[config.mk]
export PLATFORM = sky130hd
export DESIGN_NAME = aesrt_mix_lane
export DESIGN_NICKNAME = d
export VERILOG_FILES = /design/src/aesrt_pkg.sv /design/src/aesrt_mix_lane.sv
export SDC_FILE = /design/constraint.sdc
export NUM_CORES = 1
export LEC_CHECK = 0
export BUFFER_PORTS_ARGS = -buffer_cell sky130_fd_sc_hd__buf_2
export CAP_MARGIN = 10
export CORE_MARGIN = 2
export CORE_UTILIZATION = 50
export DETAILED_ROUTE_END_ITERATION = 8
export MAX_ROUTING_LAYER = met4
export PLACE_DENSITY = 0.81
export SLEW_MARGIN = 25
export SYNTH_ARGS = -nofsm -noshare
export SYNTH_HDL_FRONTEND = slang
export SYNTH_SLANG_ARGS = --single-unit
[constraint.sdc]
create_clock -name vclk -period 2.36
set_input_delay 0.472 -clock vclk [all_inputs]
set_output_delay 0.472 -clock vclk [all_outputs]
set_load 0.01 [all_outputs]
[src/aesrt_pkg.sv]
// ----------------------------------------------------------------------------
// AES round transforms package
// S-box table, GF(2^8) helpers and action codes shared by the lanes and top.
// ----------------------------------------------------------------------------
package aesrt_pkg;

  localparam logic [2:0] ACT_SUB   = 3'd0;
  localparam logic [2:0] ACT_SHIFT = 3'd1;
  localparam logic [2:0] ACT_MIX   = 3'd2;
  localparam logic [2:0] ACT_ROUND = 3'd3;
  localparam logic [2:0] ACT_FINAL = 3'd4;

  localparam int NumCols = 4;

  typedef logic [31:0] col_t;

  typedef struct packed {
    logic do_sub;
    logic do_shift;
    logic do_mix;
  } ctl_t;

  function automatic logic [7:0] sbox(input logic [7:0] a);
    logic [7:0] r;
    case (a)
      8'h00: r=8'h63; 8'h01: r=8'h7c; 8'h02: r=8'h77; 8'h03: r=8'h7b;
      8'h04: r=8'hf2; 8'h05: r=8'h6b; 8'h06: r=8'h6f; 8'h07: r=8'hc5;
      8'h08: r=8'h30; 8'h09: r=8'h01; 8'h0a: r=8'h67; 8'h0b: r=8'h2b;
      8'h0c: r=8'hfe; 8'h0d: r=8'hd7; 8'h0e: r=8'hab; 8'h0f: r=8'h76;
      8'h10: r=8'hca; 8'h11: r=8'h82; 8'h12: r=8'hc9; 8'h13: r=8'h7d;
      8'h14: r=8'hfa; 8'h15: r=8'h59; 8'h16: r=8'h47; 8'h17: r=8'hf0;
      8'h18: r=8'had; 8'h19: r=8'hd4; 8'h1a: r=8'ha2; 8'h1b: r=8'haf;
      8'h1c: r=8'h9c; 8'h1d: r=8'ha4; 8'h1e: r=8'h72; 8'h1f: r=8'hc0;
      8'h20: r=8'hb7; 8'h21: r=8'hfd; 8'h22: r=8'h93; 8'h23: r=8'h26;
      8'h24: r=8'h36; 8'h25: r=8'h3f; 8'h26: r=8'hf7; 8'h27: r=8'hcc;
      8'h28: r=8'h34; 8'h29: r=8'ha5; 8'h2a: r=8'he5; 8'h2b: r=8'hf1;
      8'h2c: r=8'h71; 8'h2d: r=8'hd8; 8'h2e: r=8'h31; 8'h2f: r=8'h15;
      8'h30: r=8'h04; 8'h31: r=8'hc7; 8'h32: r=8'h23; 8'h33: r=8'hc3;
      8'h34: r=8'h18; 8'h35: r=8'h96; 8'h36: r=8'h05; 8'h37: r=8'h9a;
      8'h38: r=8'h07; 8'h39: r=8'h12; 8'h3a: r=8'h80; 8'h3b: r=8'he2;
      8'h3c: r=8'heb; 8'h3d: r=8'h27; 8'h3e: r=8'hb2; 8'h3f: r=8'h75;
      8'h40: r=8'h09; 8'h41: r=8'h83; 8'h42: r=8'h2c; 8'h43: r=8'h1a;
      8'h44: r=8'h1b; 8'h45: r=8'h6e; 8'h46: r=8'h5a; 8'h47: r=8'ha0;
      8'h48: r=8'h52; 8'h49: r=8'h3b; 8'h4a: r=8'hd6; 8'h4b: r=8'hb3;
      8'h4c: r=8'h29; 8'h4d: r=8'he3; 8'h4e: r=8'h2f; 8'h4f: r=8'h84;
      8'h50: r=8'h53; 8'h51: r=8'hd1; 8'h52: r=8'h00; 8'h53: r=8'hed;
      8'h54: r=8'h20; 8'h55: r=8'hfc; 8'h56: r=8'hb1; 8'h57: r=8'h5b;
      8'h58: r=8'h6a; 8'h59: r=8'hcb; 8'h5a: r=8'hbe; 8'h5b: r=8'h39;
      8'h5c: r=8'h4a; 8'h5d: r=8'h4c; 8'h5e: r=8'h58; 8'h5f: r=8'hcf;
      8'h60: r=8'hd0; 8'h61: r=8'hef; 8'h62: r=8'haa; 8'h63: r=8'hfb;
      8'h64: r=8'h43; 8'h65: r=8'h4d; 8'h66: r=8'h33; 8'h67: r=8'h85;
      8'h68: r=8'h45; 8'h69: r=8'hf9; 8'h6a: r=8'h02; 8'h6b: r=8'h7f;
      8'h6c: r=8'h50; 8'h6d: r=8'h3c; 8'h6e: r=8'h9f; 8'h6f: r=8'ha8;
      8'h70: r=8'h51; 8'h71: r=8'ha3; 8'h72: r=8'h40; 8'h73: r=8'h8f;
      8'h74: r=8'h92; 8'h75: r=8'h9d; 8'h76: r=8'h38; 8'h77: r=8'hf5;
      8'h78: r=8'hbc; 8'h79: r=8'hb6; 8'h7a: r=8'hda; 8'h7b: r=8'h21;
      8'h7c: r=8'h10; 8'h7d: r=8'hff; 8'h7e: r=8'hf3; 8'h7f: r=8'hd2;
      8'h80: r=8'hcd; 8'h81: r=8'h0c; 8'h82: r=8'h13; 8'h83: r=8'hec;
      8'h84: r=8'h5f; 8'h85: r=8'h97; 8'h86: r=8'h44; 8'h87: r=8'h17;
      8'h88: r=8'hc4; 8'h89: r=8'ha7; 8'h8a: r=8'h7e; 8'h8b: r=8'h3d;
      8'h8c: r=8'h64; 8'h8d: r=8'h5d; 8'h8e: r=8'h19; 8'h8f: r=8'h73;
      8'h90: r=8'h60; 8'h91: r=8'h81; 8'h92: r=8'h4f; 8'h93: r=8'hdc;
      8'h94: r=8'h22; 8'h95: r=8'h2a; 8'h96: r=8'h90; 8'h97: r=8'h88;
      8'h98: r=8'h46; 8'h99: r=8'hee; 8'h9a: r=8'hb8; 8'h9b: r=8'h14;
      8'h9c: r=8'hde; 8'h9d: r=8'h5e; 8'h9e: r=8'h0b; 8'h9f: r=8'hdb;
      8'ha0: r=8'he0; 8'ha1: r=8'h32; 8'ha2: r=8'h3a; 8'ha3: r=8'h0a;
      8'ha4: r=8'h49; 8'ha5: r=8'h06; 8'ha6: r=8'h24; 8'ha7: r=8'h5c;
      8'ha8: r=8'hc2; 8'ha9: r=8'hd3; 8'haa: r=8'hac; 8'hab: r=8'h62;
      8'hac: r=8'h91; 8'had: r=8'h95; 8'hae: r=8'he4; 8'haf: r=8'h79;
      8'hb0: r=8'he7; 8'hb1: r=8'hc8; 8'hb2: r=8'h37; 8'hb3: r=8'h6d;
      8'hb4: r=8'h8d; 8'hb5: r=8'hd5; 8'hb6: r=8'h4e; 8'hb7: r=8'ha9;
      8'hb8: r=8'h6c; 8'hb9: r=8'h56; 8'hba: r=8'hf4; 8'hbb: r=8'hea;
      8'hbc: r=8'h65; 8'hbd: r=8'h7a; 8'hbe: r=8'hae; 8'hbf: r=8'h08;
      8'hc0: r=8'hba; 8'hc1: r=8'h78; 8'hc2: r=8'h25; 8'hc3: r=8'h2e;
      8'hc4: r=8'h1c; 8'hc5: r=8'ha6; 8'hc6: r=8'hb4; 8'hc7: r=8'hc6;
      8'hc8: r=8'he8; 8'hc9: r=8'hdd; 8'hca: r=8'h74; 8'hcb: r=8'h1f;
      8'hcc: r=8'h4b; 8'hcd: r=8'hbd; 8'hce: r=8'h8b; 8'hcf: r=8'h8a;
      8'hd0: r=8'h70; 8'hd1: r=8'h3e; 8'hd2: r=8'hb5; 8'hd3: r=8'h66;
      8'hd4: r=8'h48; 8'hd5: r=8'h03; 8'hd6: r=8'hf6; 8'hd7: r=8'h0e;
      8'hd8: r=8'h61; 8'hd9: r=8'h35; 8'hda: r=8'h57; 8'hdb: r=8'hb9;
      8'hdc: r=8'h86; 8'hdd: r=8'hc1; 8'hde: r=8'h1d; 8'hdf: r=8'h9e;
      8'he0: r=8'he1; 8'he1: r=8'hf8; 8'he2: r=8'h98; 8'he3: r=8'h11;
      8'he4: r=8'h69; 8'he5: r=8'hd9; 8'he6: r=8'h8e; 8'he7: r=8'h94;
      8'he8: r=8'h9b; 8'he9: r=8'h1e; 8'hea: r=8'h87; 8'heb: r=8'he9;
      8'hec: r=8'hce; 8'hed: r=8'h55; 8'hee: r=8'h28; 8'hef: r=8'hdf;
      8'hf0: r=8'h8c; 8'hf1: r=8'ha1; 8'hf2: r=8'h89; 8'hf3: r=8'h0d;
      8'hf4: r=8'hbf; 8'hf5: r=8'he6; 8'hf6: r=8'h42; 8'hf7: r=8'h68;
      8'hf8: r=8'h41; 8'hf9: r=8'h99; 8'hfa: r=8'h2d; 8'hfb: r=8'h0f;
      8'hfc: r=8'hb0; 8'hfd: r=8'h54; 8'hfe: r=8'hbb; default: r=8'h16;
    endcase
    return r;
  endfunction

  function automatic logic [7:0] xtime(input logic [7:0] b);
    return {b[6:0], 1'b0} ^ (b[7] ? 8'h1b : 8'h00);
  endfunction

endpackage

[src/aesrt_mix_lane.sv]
// ----------------------------------------------------------------------------
// AES MixColumns lane
// Multiplies one column by the circulant matrix 02 03 01 01 when enabled.
// ----------------------------------------------------------------------------
module aesrt_mix_lane (
  input  aesrt_pkg::col_t col_in,
  input  logic            en,
  output aesrt_pkg::col_t col_out
);
  import aesrt_pkg::*;

  logic [7:0] a0, a1, a2, a3, x0, x1, x2, x3;

  always_comb begin
    a0 = col_in[7:0];
    a1 = col_in[15:8];
    a2 = col_in[23:16];
    a3 = col_in[31:24];
    x0 = xtime(a0);
    x1 = xtime(a1);
    x2 = xtime(a2);
    x3 = xtime(a3);
    if (en) begin
      col_out = {x0 ^ a0 ^ a1 ^ a2 ^ x3,
                 a0 ^ a1 ^ x2 ^ x3 ^ a3,
                 a0 ^ x1 ^ x2 ^ a2 ^ a3,
                 x0 ^ x1 ^ a1 ^ a2 ^ a3};
    end else begin
      col_out = col_in;
    end
  end

endmodule

== Yosys cells after proc, flatten, opt, wreduce, memory -nomap -nowiden ==
Cells that the tools add are included.

* Register bits after elaboration: 0
* Latch bits: 0
* Bits in writable memories: 0
* Bits of input ports: 33
* Memories: 0
* Memory bits (read-only): 0

* Eq/ne operators: 0
* Multiply operators: 0
* Order comparisons: 0
* Multiplexer cells: 5
* Div/mod/pow operators: 0
* Shifts and indexed selects: 0
* Reduce and logical (&&, ||, !) cells: 0
* Bitwise operators: 20
* Add/subtract/negate cells: 0

{| class="wikitable"
|+ Operators with widths
! cell !! number
|-
| $xor A8 B8 Y8 || 16
|-
| $mux W32 || 1
|-
| $xor A8 B5 Y8 || 4
|-
| $mux W5 || 4
|}

== Depth between registers and ports, before layout ==
* Depth after elaboration: 7
* Depth in mapped cells: 4
* Mapped depth without buffers: 3

== Least setup slack after synthesis ==
No wires, ideal clock.

* Kind: in2out
* Start point: input port col_in[15]
* End point: output port col_out[12]
* Arrival time: 1.631 ns
* Stages on the path: 4
* Required time: 1.888 ns
* Buffers on the path: 1
* Slack: 0.257 ns
* Cells stage by stage: buf_6 -> xor3_2 -> xnor3_1 -> mux2_4

* Word-level cells in the longest chain between the ends: 7

{| class="wikitable"
|+ Ends and longest elaborated chain
! what !! line !! source
|-
| start: declaration || aesrt_mix_lane.sv:6 || <nowiki>input aesrt_pkg::col_t col_in,</nowiki>
|-
| $mux W5 || aesrt_pkg.sv:95 || <nowiki>return {b[6:0], 1'b0} ^ (b[7] ? 8'h1b : 8'h00);</nowiki>
|-
| $xor A8 B5 Y8 || aesrt_pkg.sv:95 ||
|-
| $xor A8 B8 Y8 (4 in series) || aesrt_mix_lane.sv:26 || <nowiki>a0 ^ x1 ^ x2 ^ a2 ^ a3,</nowiki>
|-
| $mux W32 || aesrt_mix_lane.sv:23 || <nowiki>if (en) begin</nowiki>
|-
| end: declaration || aesrt_mix_lane.sv:8 || <nowiki>output aesrt_pkg::col_t col_out</nowiki>
|}

No other way between the ends.

== Worst setup path in the final report ==
Same ends and word-level chain as after synthesis.

==> impl_metrics.yaml <==
place:
  gp_congestion: 0.763
  port_buffers: 65
  dp_cells: 235
  dp_hpwl_mm: 2.97
floorplanning:
  core_area_um2: 3360
  rows: 21
  ios: 65
  die_area_um2: 4030
  die_h_um: 63.5
  initial_core_util: 0.526
  die_w_um: 63.5
timing:
  setup-violations-final: 0
  tightestPinTransition_ns: 0.364
  rsz0062_at_grt: "false"
  fmax_ghz: 0.431
  slew_violations: 0
  finalHoldViolCount: 0
  tns_ns: 0
  fin_crit_sh: 0.982
  maxSlewHeadroom: 0.756
  min_period_ns: 2.32
critical_path:
  critPathArrivalTime_ns: 1.85
  crit_path_end_kind: "output port"
  cp_max_fo: 6
  critPathKind: "in2out"
  start_kind: "input pin"
  critPathRequiredTime_ns: 1.89
synthesis:
  ys_seq_area_frac: 0
  synthTopCellsByCount: "xnor3_1, mux2_2, xnor2_1"
  syn_avg_cell_area_um2: 13.4
  ys_types: 18
  syn_area_um2: 1770
  ys_warn_count: 0
  synth_cells: 132
  synth-simple-area-share: 0
  synth_compound_area_frac: 0
  synth_xor_xnor_area_share: 0.747
  synth_fa_ha_area_frac: 0
  synth_nets: 165
  yosysTopAreaCell: "xnor3_1"
  synth_top_family_by_area: "XOR/XNOR gates"
  yosysMostFrequentCell: "xnor3_1"
  synth_mux_area_frac: 0.202
  yosysTopAreaCellShare: 0.407
  synth.area.top_cells: "xnor3_1, mux2_2, xor3_1"
global_routing:
  grt-ovfl-total: 0
  grt_pass1_wl_mm: 5.76
  track_usage: 0.180
  grt_max_degree: 33
  antenna_found_initial: 0
  grt_pass1_vias: 1195
layout:
  ff_latch_area_um2: 0
  antenna_cells: 0
  design.seq.count: 0
  fin_util: 0.639
  area_growth_pct: 21.4
  drive_above_1_share: 0.556
  fin_cells: 235
  clkbuf_count: 0
  finalNetCount: 224
hold_path:
  hold_end: "col_out[25]"
  hold_path_startpoint: "col_in[25]"
  hold_depth: 4
  hold_path.class: "in2out"
run_status:
  outcome: "complete, no violations"
route:
  ant_nets: 0
  drtIter0Drc: 26
  routed_wl_mm: 3.52
  wl_per_cell_um: 15.0
  vias: 1157
  via_per_inst: 4.92
  drc_errors: 0
  first_pass_iters: 4
pwr:
  ir_drop_v: 0.000187
  p_leak_nw: 1.24
  power-per-cell-area_nw_per_um2: 366
flow_run:
  maxCapViolCount: 0
clock_network:
  holdBufCountCts: 0
  cts.repair.resized: 1
  post_cts_buffers: 0
[report_power, final]
part | switching, mW | internal [mW] | total (mW)
registers | 0 | 0 | 0
logic | 0.305 | 0.481 | 0.786
clock network | 0 | 0 | 0
[layout by cell type (no fill, tap or decap)]
cell type / Yosys / layout
buf_12: 0 / 1
xnor3_1: 32 / 32
xnor2_2: 2 / 2
inv_1: 5 / 5
mux2_4: 1 / 1
mux2i_1: 5 / 5
xor2_2: 1 / 1
mux2_2: 26 / 26
xor3_2: 1 / 1
xnor2_4: 1 / 1
buf_2: 3 / 64
buf_4: 1 / 7
xnor2_1: 18 / 18
xor2_1: 17 / 17
xor3_4: 1 / 1
xor3_1: 7 / 7
[per-stage QoR]
step	setup slack (ns)	power, mW	hold WS, ns	instance area (µm²)
6_report	0.0424	0.786	1.32	2150
5_1_grt	0.00676	0.845	1.34	2150
4_1_cts	0.0339	0.797	1.32	2150
3_5_place_dp	-0.0374	0.794	1.32	2150
3_3_place_gp	-0.0108	0.767	1.32	2150
2_1_floorplan	0.257	0.575	1.07	1770
[kinds of logic after synthesis]
logic type	after synthesis
xor+xnor	80
mux	32
buf+inv	20
[final cells by class]
class	count	area, µm²
multi-input cells	112	1680
fillers	285	1210
repair buffers	72	393
well taps	46	57.6
inverters	5	18.8
[layer usage]
layer | up-vias | global-route usage | wire length [µm]
met4 | 0 | 0 | 0
met3 | 0 | 0.00179 | 107
met5 | - | - | 0
li1 | 573 | - | -
met1 | 560 | 0.226 | 1450
met2 | 24 | 0.347 | 1960
[critical path, cell delays in order]
cell and delay [ns]:
buf_4 0.15, xor3_2 0.47, xnor3_1 0.35, mux2_4 0.26, buf_2 0.14
[worst max path at each step]
stage                from     endpoint  slack [ns]  cells past startpoint
6_report       col_in[15]  col_out[12]        0.04                      5
5_1_grt        col_in[15]  col_out[12]       0.007                      5
4_1_cts        col_in[15]  col_out[12]        0.03                      5
3_5_place_dp   col_in[15]  col_out[12]       -0.04                      5
3_3_place_gp   col_in[15]  col_out[12]       -0.01                      5
2_1_floorplan  col_in[15]  col_out[12]        0.26                      4
(Power assumes the default switching activity.)
